<file path="config.mk">
export PLATFORM = sky130hd
export DESIGN_NAME = bitmap_id_allocator
export DESIGN_NICKNAME = d
export VERILOG_FILES = /design/src/rtl/bia_pkg.sv /design/src/rtl/bitmap_id_allocator.sv
export SDC_FILE = /design/constraint.sdc
export NUM_CORES = 2
export LEC_CHECK = 0
export BUFFER_PORTS_ARGS = -buffer_cell sky130_fd_sc_hd__buf_2
export CAP_MARGIN = 20
export CORE_ASPECT_RATIO = 0.5
export CORE_MARGIN = 2
export CORE_UTILIZATION = 55
export CTS_CLUSTER_DIAMETER = 120
export DETAILED_ROUTE_END_ITERATION = 10
export PLACE_DENSITY = 0.81
export SYNTH_ARGS = -nofsm -noshare
export SYNTH_HDL_FRONTEND = slang
export SYNTH_SLANG_ARGS = --single-unit
export TNS_END_PERCENT = 100
</file>
<file path="constraint.sdc">
create_clock -name clk -period 7.7 [get_ports clk]
set_input_delay 1.155 -clock clk [delete_from_list [all_inputs] [get_ports clk]]
set_output_delay 1.155 -clock clk [all_outputs]
set_load 0.01 [all_outputs]
</file>
<file path="src/rtl/bia_pkg.sv">
// Package for the bitmap identifier allocator: request and response payload
// types, status and action codes, register indexes and controller states.
// Depends on nothing; used by the allocator and by anything driving its ports.
`default_nettype none

package bia_pkg;

    localparam int ID_W    = 16;
    localparam int CNT_W   = 11;
    localparam int IDX_W   = 12;   // bitmap index plus one bit of headroom
    localparam int STAT_W  = 2;

    localparam logic [ID_W-1:0]  ID_BASE_RESET  = 16'd300;
    localparam logic [CNT_W-1:0] ID_COUNT_RESET = 11'd101;

    localparam logic REG_ID_BASE  = 1'b0;
    localparam logic REG_ID_COUNT = 1'b1;

    localparam logic ACT_ALLOC   = 1'b0;
    localparam logic ACT_RELEASE = 1'b1;

    localparam logic [STAT_W-1:0] STATUS_OK        = 2'd0;
    localparam logic [STAT_W-1:0] STATUS_NONE_FREE = 2'd1;
    localparam logic [STAT_W-1:0] STATUS_RANGE     = 2'd2;

    typedef struct packed {
        logic            action;
        logic [ID_W-1:0] release_id;
    } req_t;

    typedef struct packed {
        logic [ID_W-1:0]   granted_id;
        logic [STAT_W-1:0] status;
    } rsp_t;

    typedef enum logic [2:0] {
        ST_CLEAR,
        ST_IDLE,
        ST_SCAN,
        ST_REL_DIV,
        ST_REL_RD,
        ST_REL_WR,
        ST_RESP
    } state_t;

endpackage

`default_nettype wire

</file>
<file path="src/rtl/bitmap_id_allocator.sv">
// Bitmap identifier allocator: usage bitmap in a one-port-read, one-port-write
// memory, first-free scan and release controller, and the APB register file.
// Depends on bia_pkg for payload types, codes and controller states.
// Allocate: from accept, words are read one per cycle through the memory read
// port (1 .. ceil(limit/WORD_BITS) words) until a free bit or the limit is found.
// Release: offset, divide by WORD_BITS, read, write back, result (out of range: result).
// One transaction at a time; the next request is taken once the result is
// registered. After reset a clearing pass writes zero to all
// ceil(MAX_IDS/WORD_BITS) words, one per cycle, before the first request.
`default_nettype none

module bitmap_id_allocator #(
    parameter int WORD_BITS = 64,
    parameter int MAX_IDS   = 1024
) (
    input  wire logic            clk,
    input  wire logic            rst_n,
    input  wire logic            psel,
    input  wire logic            penable,
    input  wire logic            pwrite,
    input  wire logic [2:0]      paddr,
    input  wire logic [31:0]     pwdata,
    output logic      [31:0]     prdata,
    output logic                 pready,
    input  wire logic            req_valid,
    output logic                 req_stall,
    input  wire bia_pkg::req_t   req,
    output logic                 rsp_valid,
    input  wire logic            rsp_stall,
    output bia_pkg::rsp_t        rsp
);
    import bia_pkg::*;

    localparam int NUM_WORDS = (MAX_IDS + WORD_BITS - 1) / WORD_BITS;
    localparam int AW        = (NUM_WORDS > 1) ? $clog2(NUM_WORDS) : 1;
    localparam int BW        = $clog2(WORD_BITS);
    localparam int REC_SH    = 20;
    localparam int RECIP_W   = 18;
    localparam int PROD_W    = CNT_W + RECIP_W;
    localparam logic [RECIP_W-1:0] RECIP_L =
        RECIP_W'(((1 << REC_SH) + WORD_BITS - 1) / WORD_BITS);
    localparam logic [AW-1:0]     LAST_WORD = AW'(NUM_WORDS - 1);
    localparam logic [ID_W:0]     MAX_IDS_L = (ID_W + 1)'(MAX_IDS);
    localparam logic [IDX_W-1:0]  WORD_STEP = IDX_W'(WORD_BITS);

    // configuration registers
    logic [ID_W-1:0]  base_reg;
    logic [CNT_W-1:0] count_reg;

    // controller
    state_t           state_reg, state_next;
    logic [AW-1:0]    clr_reg, clr_next;
    logic             rsp_valid_reg, rsp_valid_next;

    // payload registers
    logic [CNT_W-1:0]     lim_reg, lim_next;
    logic [AW-1:0]        word_reg, word_next;
    logic [IDX_W-1:0]     wbase_reg, wbase_next;
    logic [CNT_W-1:0]     off_reg, off_next;
    logic [AW-1:0]        q_reg, q_next;
    logic [BW-1:0]        bit_reg, bit_next;
    logic [ID_W-1:0]      grant_reg, grant_next;
    logic [STAT_W-1:0]    stat_reg, stat_next;
    rsp_t                 rsp_reg, rsp_next;

    // memory
    logic [WORD_BITS-1:0] mem [NUM_WORDS];
    logic [WORD_BITS-1:0] rd_data_reg;
    logic                 mem_re, mem_we;
    logic [AW-1:0]        mem_raddr, mem_waddr;
    logic [WORD_BITS-1:0] mem_wdata;

    // datapath
    logic [ID_W:0]        avail;
    logic [ID_W:0]        lim_wide;
    logic [CNT_W-1:0]     lim_cur;
    logic [ID_W-1:0]      rel_off;
    logic                 rel_ok;
    logic [IDX_W-1:0]     rem;
    logic [WORD_BITS-1:0] cand;
    logic                 found;
    logic [BW-1:0]        fbit;
    logic                 scan_end;
    logic [PROD_W-1:0]    prod;
    logic                 accept;

    assign pready = 1'b1;
    assign prdata = (paddr[2] == REG_ID_COUNT) ? {{(32 - CNT_W){1'b0}}, count_reg}
                                               : {{(32 - ID_W){1'b0}}, base_reg};

    always_ff @(posedge clk or negedge rst_n)
    begin
        if (!rst_n)
        begin
            base_reg  <= ID_BASE_RESET;
            count_reg <= ID_COUNT_RESET;
        end
        else if (psel && penable && pwrite && pready)
        begin
            case (paddr[2])
                REG_ID_BASE:  base_reg  <= pwdata[ID_W-1:0];
                REG_ID_COUNT: count_reg <= pwdata[CNT_W-1:0];
                default:      ;
            endcase
        end
    end

    // usable size: least of count, capacity and room left above base
    always_comb
    begin
        avail    = (ID_W + 1)'(1 << ID_W) - {1'b0, base_reg};
        lim_wide = {{(ID_W + 1 - CNT_W){1'b0}}, count_reg};
        if (lim_wide > MAX_IDS_L)
        begin
            lim_wide = MAX_IDS_L;
        end
        if (lim_wide > avail)
        begin
            lim_wide = avail;
        end
        lim_cur = lim_wide[CNT_W-1:0];
        rel_off = req.release_id - base_reg;
        rel_ok  = (req.release_id >= base_reg) &&
                  (rel_off < {{(ID_W - CNT_W){1'b0}}, lim_cur});
    end

    // first free bit of the current word, below the limit
    always_comb
    begin
        rem = {1'b0, lim_reg} - wbase_reg;
        if ({1'b0, lim_reg} <= wbase_reg)
        begin
            rem = '0;
        end
        found = 1'b0;
        fbit  = '0;
        for (int b = 0; b < WORD_BITS; b++)
        begin
            cand[b] = !rd_data_reg[b] && (IDX_W'(b) < rem);
        end
        for (int b = WORD_BITS - 1; b >= 0; b--)
        begin
            if (cand[b])
            begin
                found = 1'b1;
                fbit  = BW'(b);
            end
        end
        scan_end = (wbase_reg + WORD_STEP) >= {1'b0, lim_reg};
    end

    // offset / WORD_BITS by reciprocal multiply, exact for offsets below 2^CNT_W
    assign prod = PROD_W'(off_reg) * PROD_W'(RECIP_L);

    assign accept    = req_valid && !req_stall;
    assign req_stall = (state_reg != ST_IDLE);
    assign rsp_valid = rsp_valid_reg;
    assign rsp       = rsp_reg;

    always_comb
    begin
        state_next     = state_reg;
        clr_next       = clr_reg;
        rsp_valid_next = rsp_valid_reg && rsp_stall;
        rsp_next       = rsp_reg;
        lim_next       = lim_reg;
        word_next      = word_reg;
        wbase_next     = wbase_reg;
        off_next       = off_reg;
        q_next         = q_reg;
        bit_next       = bit_reg;
        grant_next     = grant_reg;
        stat_next      = stat_reg;
        mem_re         = 1'b0;
        mem_raddr      = word_reg;
        mem_we         = 1'b0;
        mem_waddr      = q_reg;
        mem_wdata      = rd_data_reg;

        case (state_reg)
            ST_CLEAR:
            begin
                mem_we    = 1'b1;
                mem_waddr = clr_reg;
                mem_wdata = '0;
                clr_next  = clr_reg + 1'b1;
                if (clr_reg == LAST_WORD)
                begin
                    state_next = ST_IDLE;
                end
            end
            ST_IDLE:
            begin
                if (accept)
                begin
                    lim_next   = lim_cur;
                    off_next   = rel_off[CNT_W-1:0];
                    grant_next = '0;
                    word_next  = '0;
                    wbase_next = '0;
                    if (req.action == ACT_ALLOC)
                    begin
                        mem_re     = 1'b1;
                        mem_raddr  = '0;
                        state_next = ST_SCAN;
                    end
                    else if (rel_ok)
                    begin
                        stat_next  = STATUS_OK;
                        state_next = ST_REL_DIV;
                    end
                    else
                    begin
                        stat_next  = STATUS_RANGE;
                        state_next = ST_RESP;
                    end
                end
            end
            ST_SCAN:
            begin
                if (found)
                begin
                    mem_we     = 1'b1;
                    mem_waddr  = word_reg;
                    mem_wdata  = rd_data_reg |
                                 ({{(WORD_BITS - 1){1'b0}}, 1'b1} << fbit);
                    grant_next = base_reg + ID_W'(wbase_reg) + ID_W'(fbit);
                    stat_next  = STATUS_OK;
                    state_next = ST_RESP;
                end
                else if (scan_end)
                begin
                    grant_next = '0;
                    stat_next  = STATUS_NONE_FREE;
                    state_next = ST_RESP;
                end
                else
                begin
                    // fetch the next word while this one is checked
                    mem_re     = 1'b1;
                    mem_raddr  = word_reg + 1'b1;
                    word_next  = word_reg + 1'b1;
                    wbase_next = wbase_reg + WORD_STEP;
                end
            end
            ST_REL_DIV:
            begin
                q_next     = AW'(prod >> REC_SH);
                state_next = ST_REL_RD;
            end
            ST_REL_RD:
            begin
                mem_re     = 1'b1;
                mem_raddr  = q_reg;
                bit_next   = BW'(off_reg - CNT_W'(32'(q_reg) * WORD_BITS));
                state_next = ST_REL_WR;
            end
            ST_REL_WR:
            begin
                mem_we     = 1'b1;
                mem_waddr  = q_reg;
                mem_wdata  = rd_data_reg &
                             ~({{(WORD_BITS - 1){1'b0}}, 1'b1} << bit_reg);
                state_next = ST_RESP;
            end
            ST_RESP:
            begin
                // hold until the output register is free or being drained
                if (!rsp_valid_reg || !rsp_stall)
                begin
                    rsp_valid_next      = 1'b1;
                    rsp_next.granted_id = grant_reg;
                    rsp_next.status     = stat_reg;
                    state_next          = ST_IDLE;
                end
            end
            default:
            begin
                state_next = ST_IDLE;
            end
        endcase
    end

    always_ff @(posedge clk or negedge rst_n)
    begin
        if (!rst_n)
        begin
            state_reg     <= ST_CLEAR;
            clr_reg       <= '0;
            rsp_valid_reg <= 1'b0;
        end
        else
        begin
            state_reg     <= state_next;
            clr_reg       <= clr_next;
            rsp_valid_reg <= rsp_valid_next;
        end
    end

    always_ff @(posedge clk)
    begin
        rsp_reg   <= rsp_next;
        lim_reg   <= lim_next;
        word_reg  <= word_next;
        wbase_reg <= wbase_next;
        off_reg   <= off_next;
        q_reg     <= q_next;
        bit_reg   <= bit_next;
        grant_reg <= grant_next;
        stat_reg  <= stat_next;
    end

    always_ff @(posedge clk)
    begin
        if (mem_we)
        begin
            mem[mem_waddr] <= mem_wdata;
        end
        if (mem_re)
        begin
            rd_data_reg <= mem[mem_raddr];
        end
    end

    a_status_code: assert property (@(posedge clk) disable iff (!rst_n)
        rsp_valid_reg |-> (rsp_reg.status == STATUS_OK ||
                           rsp_reg.status == STATUS_NONE_FREE ||
                           rsp_reg.status == STATUS_RANGE))
        else $error("response carries an undefined status");

    a_grant_zero: assert property (@(posedge clk) disable iff (!rst_n)
        (rsp_valid_reg && rsp_reg.status != STATUS_OK) |-> rsp_reg.granted_id == '0)
        else $error("failed transaction returns a nonzero identifier");

    a_scan_align: assert property (@(posedge clk) disable iff (!rst_n)
        (state_reg == ST_SCAN) |-> wbase_reg == IDX_W'(32'(word_reg) * WORD_BITS))
        else $error("scan word index and bitmap base out of step");

    a_idle_no_write: assert property (@(posedge clk) disable iff (!rst_n)
        (state_reg == ST_IDLE || state_reg == ST_RESP) |-> !mem_we)
        else $error("bitmap written outside an allocate or release");

    a_clear_done: assert property (@(posedge clk) disable iff (!rst_n)
        ($past(state_reg) == ST_CLEAR && state_reg != ST_CLEAR) |->
            $past(clr_reg) == LAST_WORD)
        else $error("clearing pass left early");

endmodule

`default_nettype wire
</file>
# --- Yosys cells after proc, flatten, opt, wreduce, memory -nomap -nowiden ---
# Memory sizes are Yosys's and may differ from the RTL's. A register that Yosys moved wholly into a read port is not among the register bits.
# Index checks and enable logic that the tools add are counted.
totals:
  elab_cells: 441
  out_inout_bits: 53
  input_bits: 59
  register_bits: 118
  ram_bits: 1024
  n_memories: 1
op_classes:
  n_eq_ne: 15
  n_reduce_logical: 149
  magnitude_cmp: 70
  n_shift: 2
  bitwise_logic: 4
  add_sub_neg: 9
  mux: 176
mem_list:
  columns: ["name", "words", "word_bits", "read_ports", "rd_clocked_by_memory_dff", "write_ports", "line_no", "text"]
  rows:
  - ["mem", 16, 64, 1, 1, 1, "bitmap_id_allocator.sv:67", "logic [WORD_BITS-1:0] mem [NUM_WORDS];"]
op_table:
  columns: ["op", "n"]
  rows:
  - ["less-than comparator 6 x 12 -> 1 bit, first input constant", 32]
  - ["two-way mux 6 bit", 64]
  - ["less-than comparator 5 x 12 -> 1 bit, first input constant", 16]
  - ["one-hot mux 64 bit (3 select lines)", 1]
  - ["<< shifter 1 x 6 -> 64 bit, first input constant", 2]
  - ["less-than comparator 4 x 12 -> 1 bit, first input constant", 8]
  - ["two-way mux 1 bit", 73]
  - ["logical AND 1 bit", 69]
  - ["logical NOT 1 bit", 67]
  - ["AND 64 bit", 1]
  - ["two-way mux 16 bit", 4]
  - ["two-way mux 64 bit", 1]
  - ["inverter 64 bit", 1]
  - ["OR 64 bit", 1]
  - ["less-than comparator 3 x 12 -> 1 bit, first input constant", 4]
  - ["two-way mux 12 bit", 4]
  - ["one-hot mux 16 bit (2 select lines)", 1]
  - ["less-than comparator 1 x 12 -> 1 bit, first input constant", 2]
  - ["less-than comparator 2 x 12 -> 1 bit, first input constant", 2]
  - ["two-way mux 4 bit", 6]
  - ["one-hot mux 12 bit (2 select lines)", 1]
  - ["two-way mux 11 bit", 2]
  - ["two-way mux 3 bit", 7]
  - ["one-hot mux 3 bit (7 select lines)", 1]
  - ["35 further kinds", 55]

# --- Logic depth before layout (Yosys ltp) ---
logic_depth:
  word_depth: 72
  mapped_depth: 32
  mapped_depth_nobuf: 29

# --- Least setup slack after synthesis ---
# No wires, ideal clock.
synth_timing:
  path_kind: "register to register"
  startpoint: "register wbase_reg[6]"
  endpoint: "memory mem[13][0] (enable)"
  t_arrival_ns: 6.624
  synth_period_minus_slack_ns: 7.110
  t_required_ns: 7.214
  stages_incl_launch_ff: 18
  slack_ns: 0.590
  path_cell_list: "edfxtp_1 > inv_1 > ha_1 > or3_1 > buf_2 > nor4b_1 > o22ai_1 > or3_1 > o31a_1 > or3_1 > buf_2 > nor4_4 > buf_2 > a22oi_1 > o21ai_0 > a21boi_0 > nand2_1 > nor2_1"
synth_between:
  elab_chain_cells: 72
  elab_cells_between_ends: 201
  cone_classes: "1 x add/sub; 65 x order compare; 71 x mux; 64 x reduce/logical"
synth_rtl:
  columns: ["element", "line_no", "text"]
  rows:
  - ["from (decl)", "bitmap_id_allocator.sv:58", "logic [IDX_W-1:0] wbase_reg, wbase_next;"]
  - ["from (signal assigned)", "bitmap_id_allocator.sv:305", "wbase_reg <= wbase_next;"]
  - ["subtractor 11 x 12 -> 12 bit / less-or-equal comparator 11 x 12 -> 1 bit (equally long branches)", "bitmap_id_allocator.sv:130, bitmap_id_allocator.sv:131", null]
  - ["two-way mux 12 bit (*)", "bitmap_id_allocator.sv:131", "if ({1'b0, lim_reg} <= wbase_reg)"]
  - ["less-than comparator 6 x 12 -> 1 bit", "bitmap_id_allocator.sv:139", "cand[b] = !rd_data_reg[b] && (IDX_W'(b) < rem);"]
  - ["logical AND 1 bit", "bitmap_id_allocator.sv:139", null]
  - ["two-way mux 1 bit (63 in a row)", "bitmap_id_allocator.sv:143", "if (cand[b])"]
  - ["two-way mux 1 bit (*)", "bitmap_id_allocator.sv:143", null]
  - ["two-way mux 1 bit", "bitmap_id_allocator.sv:221", "if (found)"]
  - ["one-hot mux 1 bit (2 select lines)", "bitmap_id_allocator.sv:180", "case (state_reg)"]
  - ["two-way mux 1 bit", "bitmap_id_allocator.sv:315", "if (mem_we)"]
  - ["two-way mux 1 bit (not written as such)", "bitmap_id_allocator.sv:317", "mem[mem_waddr] <= mem_wdata;"]
  - ["to (decl)", "bitmap_id_allocator.sv:67", null]
# Every way passes the cells marked *; elsewhere a longest branch is shown, timed or not.

# --- Worst setup path after layout ---
layout_timing:
  startpoint: "register wbase_reg[6]"
  endpoint: "register grant_reg[15], data pin"
layout_between:
  elab_chain_cells: 71
  elab_cells_between_ends: 263
  cone_classes: "3 x add/sub; 65 x order compare; 131 x mux; 64 x reduce/logical"
layout_rtl:
  columns: ["element", "line_no", "text"]
  rows:
  - ["subtractor 11 x 12 -> 12 bit / less-or-equal comparator 11 x 12 -> 1 bit (equally long branches)", "bitmap_id_allocator.sv:130, bitmap_id_allocator.sv:131", null]
  - ["two-way mux 12 bit", "bitmap_id_allocator.sv:131", null]
  - ["less-than comparator 6 x 12 -> 1 bit", "bitmap_id_allocator.sv:139", null]
  - ["logical AND 1 bit", "bitmap_id_allocator.sv:139", null]
  - ["two-way mux 6 bit (64 in a row)", "bitmap_id_allocator.sv:143", null]
  - ["adder 16 x 6 -> 16 bit", "bitmap_id_allocator.sv:227", "grant_next = base_reg + ID_W'(wbase_reg) + ID_W'(fbit);"]
  - ["two-way mux 16 bit (*)", "bitmap_id_allocator.sv:221", null]
  - ["one-hot mux 16 bit (2 select lines) (*)", "bitmap_id_allocator.sv:180", null]
  - ["to (signal assigned)", "bitmap_id_allocator.sv:309", "grant_reg <= grant_next;"]
  - ["to (decl)", "bitmap_id_allocator.sv:62", "logic [ID_W-1:0] grant_reg, grant_next;"]
# Marked as above.
# A chain may end at the register's enable or synchronous reset.

==> metrics.md <==
| Metric | Value |
|---|---|
| Synth Cell Area | 51400 µm² |
| Crit Path Class | reg -> reg |
| Via count | 30410 |
| Hold Path Class | reg -> reg |
| RSZ-0062 raised after global routing | no |
| Bufs on Longest Clock Path | 3 |
| Register area | 35900 µm² |
| PwrDens | 442 nW/µm² |
| Post-DP Area | 55500 µm² |
| Family with the most delay on the worst path | compound AO/OA/AOI/OAI gates |
| First-pass detailed-route iteration total | 6 |
| Main combinational cell family by area after synthesis | multiplexers |
| Max_cap viols | 0 |
| Multi-input logic area | 14700 µm² |
| Die H | 220 µm |
| Largest net degree at the start of global routing | 56 |
| Share of cells above drive strength 1 | 24.3% |
| Io pins | 112 |
| Fmax | 141 MHz |
| Simple logic cell fraction of the synthesized area | 4.15% |
| Post-layout minimum cycle time | 7.09 ns |
| P_leak | 0.0202 µW |
| Routed WL | 147000 µm |
| CTS tree | built |
| Post-route cell area | 58800 µm² |
| Post-Synth XOR/XNOR Area | 0.597% |
| Post-route clock period utilization | 92.0% |
| DRC viols | 0 |
| Worst Path Buf+Inv | 4 |
| Die Span X | 436 µm |
| DRT antenna net count | 0 |
| Async SR Flop Fraction | 2.92% |
| Critical Path Max Stage Delay | 0.77 ns |
| Row count | 79 |
| Port bufs | 76 |
| Yosys cell types | 81 |
| Grt ovf | 0 |
| Hold depth | 0 |
| Setup crit start kind | flop |
| CTS sink cnt | 1200 |
| WHS Endpoint | rsp[9] |
| Via density | 6.64 |
| Die ar. | 96000 µm² |
| Final core utilization | 63.4% |
| Worst-path clk slew | 0.07 ns |
| R2R depth | 28 |
| Critical Path AT | 7.63 ns |
| # diodes | 0 |
| Overall Global Routing Usage | 30.7% |
| Compound-gate portion of the synthesized area | 5.84% |
| Cts repair resizes | 0 |
| Sequential share of the synthesized area | 69.8% |
| Nets | 3370 |
| Hold wc startpoint | grant_reg[7] |
| Crit Path Max Fanout | 11 |
| Max-slew violations | 0 |
| Synth top area share | 68.1% |
| Worst r2r src | wbase_reg[6] |
| Max VDD drop | 0.288 mV |
| Synthesized area per cell | 17.4 µm² |
| GP Congestion | 0.989 |
| Worst setup margin | 0.612 ns |
| Status | completed |
| DP Wirelength | 90900 µm |
| DR iter-0 viols | 4435 |
| Mapped Cells | 2961 |
| Hold Vio Cnt, Final | 0 |
| YS warnings | 0 |
| Vias in the first global route | 30275 |
| Post-synth EDFFs | 1165 |
| Number of synthesized register bits | 1200 |
| Initial core utilization | 55.4% |
| Post-Synth Adder-Cell Area | 1.83% |
| Hold_buf cts | 0 |
| Fill cells | 6152 |
| Final setup violation count | 0 |
| Core footprint | 92800 µm² |
| Placement Setup Slack | 0.846 ns |
| Cell taking the most area after synthesis | edfxtp_1 |
| Mux cell area share after synthesis | 15.7% |
| WL per Instance | 32.0 µm |
| Cell chosen for the clock root | clkbuf_16 |
| Worst setup EP type | flop |
| Area Overhead vs Synth | 14.5% |
| Rel. slew slack | 26.0% |
| H-tree depth | 3 |
| First-pass GRT wire length | 211000 µm |
| Crit path required time | 8.24 ns |
| Clock insertion delay at the later pin of the skew report | 0.74 ns |
| Reg2reg setup slack | 0.61 ns |
| Top post-synthesis cells by area | edfxtp_1 68%, mux4_2 11%, mux2i_1 3.8%, ha_1 1.8%, o21ai_0 1.6% |
| Setup TNS | 0 ns |
| Measured slew at the worst slew-check pin | 1.11 ns |
| Predominant post-synthesis flop cell | edfxtp_1 |
| Max FFs per register | 1024 |
| Postcts setup bufs | 0 |
| Slowest stage cell on the critical path | a2111oi_0 |
| Antenna violations before repair | 3 |
| Worst r2r dst | grant_reg[15] |
| CTS Buf Count | 100 |
| Clk_skew | 0.0756 ns |
-- cell usage after synthesis, drive strengths merged, types with 19 or more instances --
cell       n
mux2      30
nor2     141
o31ai     23
nand2b    21
a31oi     38
o21ai    168
mux4     256
buf       91
dfrtp     27
edfxtp  1165
o21a      23
ha        72
mux2i    197
nor2b     20
nor3      37
xnor2     28
nand3     19
a21oi    122
nand2     98
inv       81
clkbuf    68
-- report_power, final --
part           switching, µW  internal (µW)
logic                   6400           4130
clock network           2380           2860
registers                699           9520
-- metrics by stage --
stage,hold WS (ns),power [µW],std cells
global placement,0.401,20100,4388
floorplan,0.400,16200,2976
detailed placement,0.405,20400,4388
global route,0.423,26900,4578
finish,0.421,26000,4578
CTS,0.421,25800,4576
-- layout by cell type (no fill, tap or decap), types with 17 or more instances in the layout --
cell and instances:
nor2_4 17, a31oi_1 38, a21oi_1 120, o31ai_1 20
conb_1 17, buf_4 177, nand2b_1 21, nor2_1 123
nor3_1 36, buf_12 64, inv_1 81, clkbuf_1 18
o21ai_0 158, dfrtp_1 27, xnor2_1 28, mux4_2 256
mux2_2 29, clkinv_1 27, ha_1 72, o21a_1 23
nor2b_1 20, clkbuf_16 101, nand2_1 97, mux2i_1 197
nand3_1 19, edfxtp_1 1165, buf_2 76
-- worst max-delay path by stage --
stage / depth (start not counted) / slack (ns) / end / startpoint
final: 28 / 0.61 / grant_reg[15] / wbase_reg[6]
after global placement: 29 / 0.89 / grant_reg[15] / wbase_reg[9]
after floorplan: 17 / 0.59 / mem[13][0] / wbase_reg[6]
after global routing: 30 / 0.17 / grant_reg[15] / wbase_reg[6]
after detailed placement: 30 / 0.85 / grant_reg[15] / wbase_reg[6]
after CTS: 30 / 0.79 / grant_reg[15] / wbase_reg[6]
-- metal layers --
metal | GRT usage (%) | vias to the layer above | part of all wire (%) | wire (µm)
met5 | 0 | - | 0 | 0
li1 | - | 12447 | - | -
met1 | 43.6 | 15575 | 39 | 57100
met2 | 48.1 | 2084 | 46 | 67300
met3 | 7.15 | 304 | 12 | 17700
met4 | 8.80 | 0 | 3.0 | 4330
-- final cells by class --
class | instances | area share [%]
sequential | 1200 | 61.0
multi-input combinational | 1535 | 25.0
timing repair buffer | 318 | 5.10
clock buffer | 122 | 4.48
tap | 1255 | 2.67
clock inverter | 66 | 1.21
inverter | 82 | 0.523
-- kinds of logic after synthesis --
group | Yosys count
other | 2
muxes | 483
DFF | 1200
AOI/OAI and AO/OA | 491
and+or+nand+nor | 435
adders and majority gates | 74
buffers and inverters | 241
xor gates and xnor gates | 35
No activity file was read; power rests on OpenSTA's default activity.
